## src/hw/rtl/i2c_sensor_transaction_master_macros.svh

```systemverilog
// ---------------------------------------------------------------------------
// I2C sensor transaction master: assertion macros
// Shared concurrent assertion forms used by ismt_back.
// ---------------------------------------------------------------------------
`ifndef I2C_SENSOR_TRANSACTION_MASTER_MACROS_SVH
`define I2C_SENSOR_TRANSACTION_MASTER_MACROS_SVH

// same-cycle implication
`define ISMT_ASSERT_IMPL(label, clk, rst, ante, cons) \
   label: assert property (@(posedge clk) disable iff (rst) (ante) |-> (cons)) \
      else $error("ismt assertion failed");

// next-cycle implication
`define ISMT_ASSERT_NEXT(label, clk, rst, ante, cons) \
   label: assert property (@(posedge clk) disable iff (rst) (ante) |=> (cons)) \
      else $error("ismt assertion failed");

`endif

```

## src/hw/rtl/ismt_pkg.sv

```systemverilog
// ---------------------------------------------------------------------------
// ismt_pkg
// Types and constants shared by the I2C sensor transaction master.
// ---------------------------------------------------------------------------
`timescale 1ns / 1ps
package ismt_pkg;

   localparam logic [1:0] KIND_TICK  = 2'd0;
   localparam logic [1:0] KIND_WRITE = 2'd1;
   localparam logic [1:0] KIND_READ  = 2'd2;

   localparam logic [1:0] STATUS_OK       = 2'd0;
   localparam logic [1:0] STATUS_ADDR_NAK = 2'd1;
   localparam logic [1:0] STATUS_CMD_NAK  = 2'd2;

   localparam logic [7:0] MSB_MASK     = 8'h80;
   localparam logic [7:0] RESET_ADDR   = 8'd70;
   localparam logic [2:0] LAST_BIT     = 3'd7;

   typedef enum logic [1:0] {
      CLS_TICK  = 2'b00,
      CLS_WRITE = 2'b01,
      CLS_READ  = 2'b10
   } item_cls_type;

   typedef struct packed {
      item_cls_type cls;
      logic [7:0]   command_byte;
      logic         sda_in;
   } item_type;

   typedef enum logic [17:0] {
      P_IDLE    = 18'h00001,
      P_ST1     = 18'h00002,
      P_ST2     = 18'h00004,
      P_ST3     = 18'h00008,
      P_TX_SET  = 18'h00010,
      P_TX_HIGH = 18'h00020,
      P_TX_LOW  = 18'h00040,
      P_AK_REL  = 18'h00080,
      P_AK_HIGH = 18'h00100,
      P_AK_LOW  = 18'h00200,
      P_RX_HIGH = 18'h00400,
      P_RX_LOW  = 18'h00800,
      P_MA_SET  = 18'h01000,
      P_MA_HIGH = 18'h02000,
      P_MA_LOW  = 18'h04000,
      P_SP_LOW  = 18'h08000,
      P_SP_HIGH = 18'h10000,
      P_DONE    = 18'h20000
   } phase_type;

endpackage

```

## src/hw/rtl/ismt_front.sv

```systemverilog
// ---------------------------------------------------------------------------
// ismt_front
// Accepts requests, classifies the kind and holds them in a two-entry queue.
// ---------------------------------------------------------------------------
`timescale 1ns / 1ps
module ismt_front (
   input  logic                  clock,
   input  logic                  reset,
   input  logic                  req_valid,
   output logic                  req_stall,
   input  logic [1:0]            req_kind,
   input  logic [7:0]            req_command_byte,
   input  logic                  req_sda_in,
   output ismt_pkg::item_type    q_item,
   input  logic                  q_pop,
   output logic                  q_valid
);
   import ismt_pkg::*;

   item_type   slot_ff [2];
   logic       wr_ptr_ff, wr_ptr_in;
   logic       rd_ptr_ff, rd_ptr_in;
   logic [1:0] count_ff, count_in;
   item_type   new_item;
   logic       push;
   logic       pop;

   always_comb begin
      unique case (req_kind)
         KIND_WRITE: new_item.cls = CLS_WRITE;
         KIND_READ:  new_item.cls = CLS_READ;
         default:    new_item.cls = CLS_TICK;
      endcase
      new_item.command_byte = req_command_byte;
      new_item.sda_in       = req_sda_in;
   end

   assign req_stall = (count_ff == 2'd2);
   assign q_valid   = (count_ff != 2'd0);
   assign q_item    = slot_ff[rd_ptr_ff];
   assign push      = req_valid && !req_stall;
   assign pop       = q_pop && q_valid;

   always_comb begin
      wr_ptr_in = push ? ~wr_ptr_ff : wr_ptr_ff;
      rd_ptr_in = pop ? ~rd_ptr_ff : rd_ptr_ff;
      count_in  = count_ff + {1'b0, push} - {1'b0, pop};
   end

   always_ff @(posedge clock) begin
      if (reset) begin
         wr_ptr_ff <= 1'b0;
         rd_ptr_ff <= 1'b0;
         count_ff  <= 2'd0;
      end else begin
         wr_ptr_ff <= wr_ptr_in;
         rd_ptr_ff <= rd_ptr_in;
         count_ff  <= count_in;
      end
   end

   always_ff @(posedge clock) begin
      if (push) begin
         slot_ff[wr_ptr_ff] <= new_item;
      end
   end

endmodule

```

## src/hw/rtl/ismt_back.sv

```systemverilog
// ---------------------------------------------------------------------------
// ismt_back
// Bus phase sequencer: one queued tick per step, result held in an output
// register.
// ---------------------------------------------------------------------------
`timescale 1ns / 1ps
`include "i2c_sensor_transaction_master_macros.svh"
module ismt_back (
   input  logic                  clock,
   input  logic                  reset,
   input  logic                  csr_wr_en,
   input  logic [7:0]            csr_wr_data,
   input  ismt_pkg::item_type    q_item,
   input  logic                  q_valid,
   output logic                  q_pop,
   output logic                  rsp_valid,
   input  logic                  rsp_stall,
   output logic                  rsp_scl_out,
   output logic                  rsp_sda_out,
   output logic                  rsp_busy_res,
   output logic                  rsp_done_res,
   output logic [1:0]            rsp_status,
   output logic [15:0]           rsp_measurement
);
   import ismt_pkg::*;

   logic [7:0]  addr_ff;
   phase_type   phase_ff, phase_in;
   logic        op_ff, op_in;
   logic [2:0]  bit_ff, bit_in;
   logic        byte_ff, byte_in;
   logic [7:0]  shift_ff, shift_in;
   logic [7:0]  held_ff, held_in;
   logic [15:0] reading_ff, reading_in;
   logic [1:0]  status_ff, status_in;

   logic        out_valid_ff;
   logic        scl_ff, sda_ff, busy_ff, done_ff;
   logic [1:0]  st_out_ff;
   logic [15:0] meas_ff;

   phase_type   ph;
   logic        op_v, byte_v;
   logic [2:0]  bit_v;
   logic [7:0]  shift_v, held_v;
   logic [15:0] reading_v;
   logic [1:0]  status_v;
   logic        scl_v, sda_v, busy_v, b_v;
   logic        pop;

   assign pop   = q_valid && (!out_valid_ff || !rsp_stall);
   assign q_pop = pop;

   always_comb begin
      ph        = phase_ff;
      op_v      = op_ff;
      bit_v     = bit_ff;
      byte_v    = byte_ff;
      shift_v   = shift_ff;
      held_v    = held_ff;
      reading_v = reading_ff;
      status_v  = status_ff;
      if ((phase_ff == P_IDLE || phase_ff == P_DONE) && (q_item.cls != CLS_TICK)) begin
         op_v      = (q_item.cls == CLS_READ);
         shift_v   = addr_ff | {7'd0, op_v};
         held_v    = q_item.command_byte;
         bit_v     = 3'd0;
         byte_v    = 1'b0;
         status_v  = STATUS_OK;
         if (op_v) begin
            reading_v = 16'd0;
         end
         ph        = P_ST1;
      end

      b_v = |(shift_v & MSB_MASK);
      unique case (ph)
         P_ST2:     begin scl_v = 1'b1; sda_v = 1'b0; end
         P_ST3:     begin scl_v = 1'b0; sda_v = 1'b0; end
         P_TX_SET:  begin scl_v = 1'b0; sda_v = b_v; end
         P_TX_HIGH: begin scl_v = 1'b1; sda_v = b_v; end
         P_TX_LOW:  begin scl_v = 1'b0; sda_v = (bit_v == LAST_BIT) ? 1'b1 : b_v; end
         P_AK_REL:  begin scl_v = 1'b0; sda_v = 1'b1; end
         P_AK_LOW:  begin scl_v = 1'b0; sda_v = 1'b1; end
         P_RX_LOW:  begin scl_v = 1'b0; sda_v = 1'b1; end
         P_MA_SET:  begin scl_v = 1'b0; sda_v = byte_v; end
         P_MA_HIGH: begin scl_v = 1'b1; sda_v = byte_v; end
         P_MA_LOW:  begin scl_v = 1'b0; sda_v = byte_v; end
         P_SP_LOW:  begin scl_v = 1'b0; sda_v = 1'b0; end
         P_SP_HIGH: begin scl_v = 1'b1; sda_v = 1'b0; end
         default:   begin scl_v = 1'b1; sda_v = 1'b1; end
      endcase
      busy_v = !(ph == P_IDLE || ph == P_DONE);

      phase_in   = ph;
      op_in      = op_v;
      bit_in     = bit_v;
      byte_in    = byte_v;
      shift_in   = shift_v;
      held_in    = held_v;
      reading_in = reading_v;
      status_in  = status_v;
      unique case (ph)
         P_ST1:     phase_in = P_ST2;
         P_ST2:     phase_in = P_ST3;
         P_ST3:     begin phase_in = P_TX_SET; bit_in = 3'd0; end
         P_TX_SET:  phase_in = P_TX_HIGH;
         P_TX_HIGH: phase_in = P_TX_LOW;
         P_TX_LOW: begin
            shift_in = {shift_v[6:0], 1'b0};
            if (bit_v == LAST_BIT) begin
               bit_in   = 3'd0;
               phase_in = P_AK_REL;
            end else begin
               bit_in   = bit_v + 3'd1;
               phase_in = P_TX_SET;
            end
         end
         P_AK_REL:  phase_in = P_AK_HIGH;
         P_AK_HIGH: begin
            if (q_item.sda_in) begin
               status_in = byte_v ? STATUS_CMD_NAK : STATUS_ADDR_NAK;
            end
            phase_in = P_AK_LOW;
         end
         P_AK_LOW: begin
            priority if (status_v != STATUS_OK || byte_v) begin
               phase_in = P_SP_LOW;
            end else if (!op_v) begin
               shift_in = held_v;
               byte_in  = 1'b1;
               bit_in   = 3'd0;
               phase_in = P_TX_SET;
            end else begin
               shift_in = 8'd0;
               bit_in   = 3'd0;
               phase_in = P_RX_HIGH;
            end
         end
         P_RX_HIGH: begin
            shift_in = {shift_v[6:0], q_item.sda_in};
            phase_in = P_RX_LOW;
         end
         P_RX_LOW: begin
            if (bit_v == LAST_BIT) begin
               if (byte_v) begin
                  reading_in = {reading_v[15:8], shift_v};
               end else begin
                  reading_in = {shift_v, 8'd0};
               end
               bit_in   = 3'd0;
               phase_in = P_MA_SET;
            end else begin
               bit_in   = bit_v + 3'd1;
               phase_in = P_RX_HIGH;
            end
         end
         P_MA_SET:  phase_in = P_MA_HIGH;
         P_MA_HIGH: phase_in = P_MA_LOW;
         P_MA_LOW: begin
            if (byte_v) begin
               phase_in = P_SP_LOW;
            end else begin
               byte_in  = 1'b1;
               shift_in = 8'd0;
               bit_in   = 3'd0;
               phase_in = P_RX_HIGH;
            end
         end
         P_SP_LOW:  phase_in = P_SP_HIGH;
         P_SP_HIGH: phase_in = P_DONE;
         default:   phase_in = P_IDLE;
      endcase
   end

   always_ff @(posedge clock) begin
      if (reset) begin
         addr_ff <= RESET_ADDR;
      end else if (csr_wr_en) begin
         addr_ff <= csr_wr_data;
      end
   end

   always_ff @(posedge clock) begin
      if (reset) begin
         phase_ff     <= P_IDLE;
         op_ff        <= 1'b0;
         bit_ff       <= 3'd0;
         byte_ff      <= 1'b0;
         shift_ff     <= 8'd0;
         held_ff      <= 8'd0;
         reading_ff   <= 16'd0;
         status_ff    <= STATUS_OK;
         out_valid_ff <= 1'b0;
      end else begin
         if (pop) begin
            phase_ff   <= phase_in;
            op_ff      <= op_in;
            bit_ff     <= bit_in;
            byte_ff    <= byte_in;
            shift_ff   <= shift_in;
            held_ff    <= held_in;
            reading_ff <= reading_in;
            status_ff  <= status_in;
         end
         if (pop) begin
            out_valid_ff <= 1'b1;
         end else if (!rsp_stall) begin
            out_valid_ff <= 1'b0;
         end
      end
   end

   always_ff @(posedge clock) begin
      if (pop) begin
         scl_ff    <= scl_v;
         sda_ff    <= sda_v;
         busy_ff   <= busy_v;
         done_ff   <= (phase_ff == P_DONE);
         st_out_ff <= status_ff;
         meas_ff   <= reading_ff;
      end
   end

   assign rsp_valid       = out_valid_ff;
   assign rsp_scl_out     = scl_ff;
   assign rsp_sda_out     = sda_ff;
   assign rsp_busy_res    = busy_ff;
   assign rsp_done_res    = done_ff;
   assign rsp_status      = st_out_ff;
   assign rsp_measurement = meas_ff;

   `ISMT_ASSERT_NEXT(a_done_flag, clock, reset, pop && phase_ff == P_DONE, rsp_done_res)
   `ISMT_ASSERT_NEXT(a_stop_to_done, clock, reset, pop && phase_ff == P_SP_HIGH,
                     phase_ff == P_DONE)
   `ISMT_ASSERT_IMPL(a_done_released, clock, reset, rsp_valid && rsp_done_res,
                     rsp_scl_out && rsp_sda_out)

endmodule

```

## src/hw/rtl/i2c_sensor_transaction_master.sv

```systemverilog
// ---------------------------------------------------------------------------
// i2c_sensor_transaction_master
// I2C master for one command write or one 16-bit measurement read per request.
// ---------------------------------------------------------------------------
// Usage:
//   Each request on the req_ channel is one bus delay tick from a prescaler.
//   req_kind asks for a command write (1) or a measurement read (2); it is
//   ignored while a transaction is in progress. req_sda_in is the sampled SDA.
//   Every request yields exactly one result on the rsp_ channel: the SCL and
//   SDA drive levels for that tick, busy and done flags, the status of the
//   last transaction and the last measurement.
//   The target address byte is written through csr_wr_en / csr_wr_data while
//   the block is idle; it resets to 70.
//   Each request is written into the queue and, once popped, its result is
//   registered in the output register that drives rsp_valid. Throughput:
//   one request per cycle while rsp_stall is low, one sequencer phase step per
//   request; a two-entry queue separates intake from sequencing.
//   When the receiver stalls, the result is held, the queue fills and
//   req_stall rises once it holds two requests.
//   Reset (synchronous) empties the queue, returns the bus phase to idle and
//   clears the held status and measurement; rsp_ outputs but rsp_valid are not reset.
// ---------------------------------------------------------------------------
`timescale 1ns / 1ps
module i2c_sensor_transaction_master (
   input  logic        clock,
   input  logic        reset,
   input  logic        csr_wr_en,
   input  logic [7:0]  csr_wr_data,
   input  logic        req_valid,
   output logic        req_stall,
   input  logic [1:0]  req_kind,
   input  logic [7:0]  req_command_byte,
   input  logic        req_sda_in,
   output logic        rsp_valid,
   input  logic        rsp_stall,
   output logic        rsp_scl_out,
   output logic        rsp_sda_out,
   output logic        rsp_busy_res,
   output logic        rsp_done_res,
   output logic [1:0]  rsp_status,
   output logic [15:0] rsp_measurement
);
   import ismt_pkg::*;

   item_type      q_item;
   logic          q_valid;
   logic          q_pop;

   ismt_front u_front (
      .clock            (clock),
      .reset            (reset),
      .req_valid        (req_valid),
      .req_stall        (req_stall),
      .req_kind         (req_kind),
      .req_command_byte (req_command_byte),
      .req_sda_in       (req_sda_in),
      .q_item           (q_item),
      .q_pop            (q_pop),
      .q_valid          (q_valid)
   );

   ismt_back u_back (
      .clock           (clock),
      .reset           (reset),
      .csr_wr_en       (csr_wr_en),
      .csr_wr_data     (csr_wr_data),
      .q_item          (q_item),
      .q_valid         (q_valid),
      .q_pop           (q_pop),
      .rsp_valid       (rsp_valid),
      .rsp_stall       (rsp_stall),
      .rsp_scl_out     (rsp_scl_out),
      .rsp_sda_out     (rsp_sda_out),
      .rsp_busy_res    (rsp_busy_res),
      .rsp_done_res    (rsp_done_res),
      .rsp_status      (rsp_status),
      .rsp_measurement (rsp_measurement)
   );

endmodule
```

## config.mk

```make
export PLATFORM = sky130hd
export DESIGN_NAME = i2c_sensor_transaction_master
export DESIGN_NICKNAME = d
export VERILOG_FILES = /design/src/hw/rtl/ismt_pkg.sv /design/src/hw/rtl/ismt_front.sv /design/src/hw/rtl/ismt_back.sv /design/src/hw/rtl/i2c_sensor_transaction_master.sv
export VERILOG_INCLUDE_DIRS = /design/src /design/src/hw/rtl
export SDC_FILE = /design/constraint.sdc
export NUM_CORES = 1
export LEC_CHECK = 0
export ABC_AREA = 0
export ABC_CLOCK_PERIOD_IN_PS = 7700
export BUFFER_PORTS_ARGS = -buffer_cell sky130_fd_sc_hd__buf_4
export CAP_MARGIN = 20
export CORE_MARGIN = 5
export CORE_UTILIZATION = 55
export DETAILED_ROUTE_END_ITERATION = 12
export PLACE_DENSITY = 0.75
export SLEW_MARGIN = 5
export SYNTH_ARGS = -nofsm -noshare
export SYNTH_HDL_FRONTEND = slang
export SYNTH_SLANG_ARGS = --single-unit
```

## constraint.sdc

```tcl
create_clock -name clock -period 7.7 [get_ports clock]
set_clock_uncertainty 0.05 [all_clocks]
set_input_delay 0.385 -clock clock [delete_from_list [all_inputs] [get_ports clock]]
set_output_delay 0.385 -clock clock [all_outputs]
set_load 0.01 [all_outputs]
```

==> impl_metrics.csv, run 1 <==
group,metric,value,unit
status,status,"completed",
synthesis,yosysUniqueCellTypes,63,
critical_path,crit_path_end,"u_back.reading_ff[8]",
pwr,pwr-share-clk,32.0,%
synthesis,ys.flop_type,"dfxtp_1",
cts,cts_tree,"yes",
critical_path,cp-start-kind,"register",
floorplan,core,9150,µm²
floorplan,start_util,55.6,%
pwr,pwr_density_cell,377,nW/µm²
global_route,grt_overflow,0,
timing,final.setup.worst_slack,3990,ps
floorplan,fp.dieH,106,µm
critical_path,timing.rr.end,"u_back.reading_ff[8]",
global_route,grt_max_degree,65,
routing,wire_per_inst,18.5,µm
cells_and_area,layout_commonest_cell,"dfxtp_1",
job,maxCapViolCount,0,
pwr,combPwrFrac,30.8,%
routing,drtAntennaViolNets,0,
cts,cts-htree-levels,4,
pwr,power_frac_seq,37.2,%
timing,hold_ws,24.1,ps
timing,hold_viol_final,0,
routing,drt_first_pass_iters,5,
floorplan,die-area,11300,µm²
critical_path,crit_path_end_kind,"register",
cts,cts_buffer_depth,2,
pwr,vdd_drop_max,0.253,mV
pwr,swShare,36.5,%
cells_and_area,fin_nets,564,
cells_and_area,fillers,705,
routing,drc,0,
synthesis,syn_inst,487,
place,dp_hpwl,8080,µm
cts,cts_buffers,17,
place,pre_cts_slack,4110,ps
worst_hold_path,worstHoldStart,"csr_wr_data[6]",
cts,clock-sinks,114,
worst_hold_path,min_path_type,"primary input to register",
synthesis,synth.ff_latch_count,114,
critical_path,ff2ff_path_depth,11,
critical_path,cp_data_required_time,8120,ps
critical_path,cp-startpoint,"u_back.phase_ff[6]",
routing,drtIter0Drc,283,
place,portBuffers,47,
synthesis,synth_edf_count,44,
timing,fmax,270,MHz
critical_path,crit_type,"register to register",
critical_path,rr_startpoint,"u_back.phase_ff[6]",
routing,num_vias,4059,
routing,wl,12200,µm
timing,period_minus_slack,3710,ps
cts,clk_latency,530,ps
synthesis,async_reset_ff_share,0,%
synthesis,syn-cell-area,5090,µm²
critical_path,reg2reg_setup_slack,3990,ps
timing,finalCritPeriodShare,48.1,%
pwr,power_switching,0.000846,W
floorplan,pin_count,48,
cells_and_area,num_antenna_cells,0,
cts,cts_resized,0,
timing,setup_viol,0,
critical_path,cp.arrival,4130,ps
synthesis,ys_seq_area_share,53.5,%
synthesis,synth.avg_cell_area,10.5,µm²
critical_path,crit_fanout,12,
global_route,antenna_found_initial,0,
timing,final_max_slew_viol_count,0,
synthesis,synth_warnings,0,
cells_and_area,layout_common_cells,"dfxtp_1, buf_4, edfxtp_1, nand2_1, nor2_1",
timing,max_slew_margin,38.9,%
cts,root_buffer,"clkbuf_8",
global_route,grt_pass1_vias,3969,
floorplan,fp-row-count,35,
timing,tns,0,ps
floorplan,die_x,106,µm
timing,grt_setup_unrepaired,"no",
cts,clk_pin_slew_worst_paths,60,ps
cells_and_area,areaGrowthSynthToFinish,20.7,%
place,gp_congestion,0.892,
cells_and_area,fin_util,67.1,%
timing,max_slew.worst_pin.slew,904,ps
synthesis,syn_nets,515,
pwr,p_int,0.00147,W
global_route,grt_use_total,22.7,%
routing,vias_per_cell,6.15,
cells_and_area,drive_gt1_share,18.2,%
global_route,grt_pass1_wl,19900,µm
pwr,p_leak,2.27,nW
==> synthesized netlist by cell type, types with 4 or more instances <==
cell type	n	area share, %
nor2b_1	10	1.2
ha_1	4	0.98
nand3_1	12	1.2
o21ai_0	8	0.79
a21oi_1	23	2.3
or4_1	6	0.88
xnor2_1	4	0.69
a311oi_1	4	0.69
nand4b_1	6	1.0
nor4b_1	4	0.69
mux2i_1	16	3.1
a22oi_1	15	2.2
dfxtp_1	70	28
and2_1	13	1.6
buf_1	5	0.37
inv_1	10	0.74
o31ai_1	9	1.3
o2bb2ai_1	8	1.4
xor2_1	5	0.86
clkbuf_1	16	1.2
nand2_1	41	3.0
a22o_1	8	1.4
nand4_1	11	1.4
edfxtp_1	44	26
buf_2	8	0.79
nor3_1	15	1.5
a211oi_1	10	1.5
nor2_1	41	3.0
nor4_4	5	2.1
o21ai_1	8	0.79
==> critical path, stage by stage (launching register included) <==
cell and delay [ps]:
dfxtp_1 460, or4_1 700, nor3_4 360, nand3_1 340, and2_1 290, ha_1 190, ha_1 200, inv_1 100
or4_4 160, o21ai_1 70, a21oi_1 520, a22o_1 230
==> power groups by stage <==
stage	sequential (W)	clock, W	combinational [W]
2_1_floorplan	0.000853	0	0.000495
3_5_place_dp	0.000871	0	0.000701
5_1_grt	0.000876	0.000784	0.000783
4_1_cts	0.000860	0.000745	0.000710
3_3_place_gp	0.000866	0	0.000689
6_report	0.000861	0.000740	0.000713
==> registers in the layout, summed over array words and instances, names as in the netlist, 2 cells and up, named ones only <==
name / flops
u_back.phase_ff: 17
u_back.rsp_status: 2
u_back.bit_ff: 3
u_front.count_ff: 2
u_front.slot_ff: 22
u_back.reading_ff: 16
u_back.rsp_measurement: 16
u_back.status_ff: 2
u_back.shift_ff: 8
u_back.addr_ff: 8
u_back.held_ff: 8
==> what timing repair did <==
item                                   4_1_cts  5_1_grt
setup buffers                                0        0
hold buffers                                 9        0
endpoints found under the hold margin       18        0
==> area by class of cell <==
| cell class | instances | area (µm²) | area share [%] |
|---|---|---|---|
| Inverter | 11 | 41.3 | 0.672 |
| Clock inverter | 15 | 149 | 2.42 |
| Multi-Input combinational cell | 332 | 2210 | 35.9 |
| Tap cell | 111 | 139 | 2.26 |
| Clock buffer | 17 | 414 | 6.74 |
| Timing Repair Buffer | 60 | 473 | 7.70 |
| Sequential cell | 114 | 2720 | 44.3 |
==> logic make-up (layout without fill, tap and decap cells) <==
| kind of cell | Yosys count | in the layout | synth area share (%) |
|---|---|---|---|
| buffers and inverters | 41 | 103 | 3.29 |
| muxes | 16 | 16 | 3.14 |
| and+or+nand+nor | 185 | 185 | 21.2 |
| xor gates and xnor gates | 9 | 9 | 1.55 |
| AOI/OAI and AO/OA | 118 | 118 | 16.4 |
| adders and majority gates | 4 | 4 | 0.983 |
| DFF | 114 | 114 | 53.5 |
==> how the worst min path moves through the flow <==
stage	end	slack, ps	depth (start not counted)
finish	u_back.addr_ff[6]	20	2
global route	u_back.addr_ff[6]	20	2
global placement	u_back.rsp_measurement[5]	380	0
CTS	u_back.addr_ff[6]	10	2
floorplan	u_back.rsp_measurement[8]	360	0
detailed placement	u_back.rsp_measurement[1]	380	0
==> routing by layer <==
metal / GRT usage [%] / up-vias / part of all wire [%]
met5: 0 / - / 0
met4: 8.51 / 0 / 1.9
met3: 5.34 / 19 / 6.4
met2: 42.0 / 178 / 55
met1: 24.9 / 1918 / 37
li1: - / 1944 / -
==> stage by stage <==
stage | cells | total power [W] | cell area (µm²)
global route | 660 | 0.00244 | 6140
floorplan | 487 | 0.00135 | 5090
CTS | 660 | 0.00231 | 6140
finish | 660 | 0.00231 | 6140
detailed placement | 619 | 0.00157 | 5490
global placement | 619 | 0.00155 | 5490
(Power assumes the default switching activity.)
==> run 2, diff against run 1 <==
--- a/config.mk
+++ b/config.mk
@@ -6,14 +6,14 @@
 export SDC_FILE = /design/constraint.sdc
 export NUM_CORES = 1
 export LEC_CHECK = 0
-export ABC_AREA = 0
-export ABC_CLOCK_PERIOD_IN_PS = 7700
+export ABC_AREA = 1
+export ABC_CLOCK_PERIOD_IN_PS = 3200
 export BUFFER_PORTS_ARGS = -buffer_cell sky130_fd_sc_hd__buf_4
 export CAP_MARGIN = 20
 export CORE_MARGIN = 5
-export CORE_UTILIZATION = 55
+export CORE_UTILIZATION = 54
 export DETAILED_ROUTE_END_ITERATION = 12
-export PLACE_DENSITY = 0.75
+export PLACE_DENSITY = 0.76
 export SLEW_MARGIN = 5
 export SYNTH_ARGS = -nofsm -noshare
 export SYNTH_HDL_FRONTEND = slang
==> constraint.sdc (replaced) <==
create_clock -name clock -period 3.2 [get_ports clock]
set_clock_uncertainty 0.05 [all_clocks]
set_input_delay 0.16 -clock clock [delete_from_list [all_inputs] [get_ports clock]]
set_output_delay 0.16 -clock clock [all_outputs]
set_load 0.01 [all_outputs]
==> run 2 against run 1 <==
First-iteration DRC count is 89% higher. Clock power is 140% higher. Sequential share of layout area fell by 7.0 points. Sequential cell count unchanged. Non-clock buffer count is 29 higher. Synthesized area rose by 17%. Utilization rose by 0.13 points. Clock-buffer cell count increased by 10. Sequential power increased by 140%. Routed wire length rose by 36%. Global-route usage is 3.4 points higher. Largest cell class is now multi-input combinational cells. Largest power group is now combinational cells.
==> impl_metrics.csv, run 2 <==
group,metric,value,unit
floorplan,die_x,115,µm
synthesis,ys.flop_type,"dfxtp_1",
cells_and_area,layout_common_cells,"nand2_1, nor2_1, inv_1, dfxtp_1, a21oi_1",
critical_path,cp.buffers_inverters,4,
synthesis,synth_top_area_cell,"dfxtp_1",
routing,num_vias,5737,
synthesis,yosys.area_share.simple,32.7,%
critical_path,crit_chain,"inv_2 > nand2_1 > nor2_1 > nand2_2 > nand2_4 > nand2_8 > inv_1 > nor2_2 > ha_1 > ha_1 > inv_1 > nor3_4 > inv_2 > nand2_1 > nand2_1 > a21oi_2",
cts,cts_buffer_depth,2,
routing,drtIter0Drc,536,
timing,fmax,346,MHz
pwr,combPwrFrac,40.3,%
cts,cts-htree-levels,4,
synthesis,syn-cell-area,5960,µm²
critical_path,slowest_stage,"dfxtp_1",
timing,tns,0,ps
cts,cts_tree,"yes",
synthesis,ys_seq_area_share,45.7,%
critical_path,cp_data_required_time,3610,ps
cells_and_area,layout_commonest_cell,"nand2_1",
cts,clk_pin_slew_worst_paths,60,ps
pwr,power_switching,0.00258,W
cts,post-cts-setup-buffers,0,
critical_path,crit_type,"register to register",
synthesis,syn_nets,830,
synthesis,yosys.area_share.adder,0.840,%
place,dp_hpwl,11100,µm
floorplan,core,10800,µm²
pwr,vdd_drop_max,0.812,mV
routing,drtAntennaViolNets,0,
cells_and_area,multiInputGateArea,2770,µm²
timing,finalCritPeriodShare,90.4,%
critical_path,cp_common_cell,"nand2_1",
floorplan,pin_count,48,
global_route,antenna_found_initial,0,
cts,clock-sinks,114,
routing,drt_first_pass_iters,7,
critical_path,cp-start-kind,"register",
worst_hold_path,min_path_type,"primary input to register",
synthesis,synth_compound_area_share,12.4,%
synthesis,synthTopCellsByCount,"nand2_1, nor2_1, inv_1",
place,gp_congestion,0.934,
global_route,grt_overflow,0,
synthesis,synth.avg_cell_area,7.43,µm²
timing,grt_setup_unrepaired,"no",
status,status,"completed",
cts,cts_buffers,17,
floorplan,start_util,55.0,%
synthesis,syn_inst,802,
critical_path,crit_fanout,28,
pwr,p_leak,3.22,nW
floorplan,die-area,13200,µm²
timing,max_slew.worst_pin.slew,1030,ps
synthesis,synth_edf_count,44,
synthesis,synth_xor_xnor_area_share,0.147,%
timing,final_max_slew_viol_count,0,
synthesis,yosysMostFrequentCell,"nand2_1",
cells_and_area,fin_nets,907,
synthesis,ys_top_cells_by_area,"dfxtp_1, edfxtp_1, nand2_1",
cells_and_area,largest_reg_flops,22,
synthesis,synth_top_family_by_area,"simple AND/OR/NAND/NOR gates",
cells_and_area,regArea,2720,µm²
pwr,swShare,40.2,%
pwr,power,0.00642,W
routing,wl,16600,µm
pwr,pwr_density_cell,880,nW/µm²
pwr,p_int,0.00384,W
critical_path,cp.arrival,3310,ps
job,maxCapViolCount,0,
cts,root_buffer,"clkbuf_8",
floorplan,fp.dieH,115,µm
critical_path,crit_path_end_kind,"register",
cells_and_area,num_antenna_cells,0,
global_route,grt_pass1_vias,5451,
cells_and_area,top_register,"u_front.slot_ff",
routing,wire_per_inst,16.1,µm
floorplan,fp-row-count,38,
synthesis,synth_mux_area_share,0.168,%
global_route,grt_use_total,26.1,%
global_route,grt_max_degree,64,
timing,hold_viol_final,0,
timing,max_slew_margin,30.9,%
routing,drc,0,
timing,period_minus_slack,2890,ps
cells_and_area,fillers,918,
synthesis,synth_warnings,0,
synthesis,async_reset_ff_share,0,%
pwr,pwr-share-clk,27.2,%
pwr,power_frac_seq,32.4,%
place,portBuffers,47,
routing,vias_per_cell,5.56,
global_route,grt_pass1_wl,27100,µm
critical_path,critical-path-max-stage-delay,550,ps
cells_and_area,areaGrowthSynthToFinish,22.4,%
cells_and_area,largest_registers,"u_front.slot_ff (22), u_back.phase_ff (17)",
critical_path,crit_family,"simple AND/OR/NAND/NOR gates",
synthesis,yosysUniqueCellTypes,45,
timing,setup_viol,0,
cells_and_area,drive_gt1_share,14.3,%
synthesis,synth.ff_latch_count,114,
cts,clk_latency,540,ps
synthesis,yosysTopAreaCellShare,23.5,%
[run 2: changes by cell type in the layout (fill, tap and decap cells not counted), moves of 16 or more]
| cell | delta |
|---|---|
| nand2_1 | +165 |
| inv_1 | +72 |
| nor2_1 | +56 |
| nand3_1 | +44 |
| a21oi_1 | +39 |
| o21ai_0 | +38 |
| dlygate4sd3_1 | +21 |
| nand4_1 | +16 |
[run 2: metrics by stage]
stage,hold slack [ps],cell area [µm²],instances,util (%),worst slack [ps]
floorplan,209,5960,802,-,573
global placement,294,6440,970,59.4,378
detailed placement,298,6440,970,59.4,353
CTS,30.7,7290,1032,67.2,320
global route,94.1,7290,1032,67.3,88.0
finish,82.6,7290,1032,67.3,306
[run 2: path summary, 6_finish.rpt]
path | slack [ps] | depth (start not counted) | startpoint | to
worst max-delay path | 310 | 16 | u_back.phase_ff[17] | u_back.reading_ff[14]
worst min-delay path | 80 | 4 | csr_wr_en | u_back.addr_ff[2]
worst max register to register | 310 | 16 | u_back.phase_ff[17] | u_back.reading_ff[14]
worst min register to register | 410 | 0 | u_back.reading_ff[4] | u_back.rsp_measurement[4]
[run 2: worst register-to-register path, stage by stage, from the launching register on]
cell	delay, ps
dfxtp_1	550
inv_2	100
nand2_1	80
nor2_1	50
nand2_2	80
nand2_4	90
nand2_8	200
inv_1	130
nor2_2	160
ha_1	170
ha_1	290
inv_1	140
nor3_4	310
inv_2	140
nand2_1	90
nand2_1	70
a21oi_2	120
[run 2: area by class of cell]
cell class	count	area share, %
clock buffers	27	6.74
flip-flops and latches	114	37.3
well taps	140	2.40
inverters	89	4.58
repair buffers	89	10.2
multi-input cells	568	38.0
clock inverters	5	0.738
[run 2: cells by family (layout without fill, tap and decap cells)]
family	Yosys count	count (layout)
adder cells (fa/ha/maj)	4	4
AND/OR/NAND/NOR	429	429
buffers and inverters	120	210
XOR/XNOR	1	1
AO/OA/AOI/OAI	133	133
multiplexers	1	1
flip-flops	114	114
[run 2: power by group through the flow]
stage	clock [W]	sequential [W]	combinational (W)
2_1_floorplan	0	0.00212	0.00169
3_3_place_gp	0	0.00208	0.00246
3_5_place_dp	0	0.00210	0.00250
4_1_cts	0.00177	0.00207	0.00255
5_1_grt	0.00184	0.00210	0.00285
6_report	0.00175	0.00208	0.00259
[run 2: per-layer routing]
layer  wire length [µm]  share of wire [%]  up-vias  track usage [%]
met5                  0                  0        -                0
met4                342                2.1        0             10.6
met3                980                5.9       33             5.58
met2               7980                 48      187             42.6
met1               7310                 44     2702             33.8
li1                   -                  -     2815                -
[run 2: timing repair]
| action | CTS | global route |
|---|---|---|
| hold buffers | 30 | 0 |
| endpoints found under the hold margin | 31 | 0 |
| setup endpoints to repair | 0 | 1 |
| gates resized for setup | 0 | 1 |
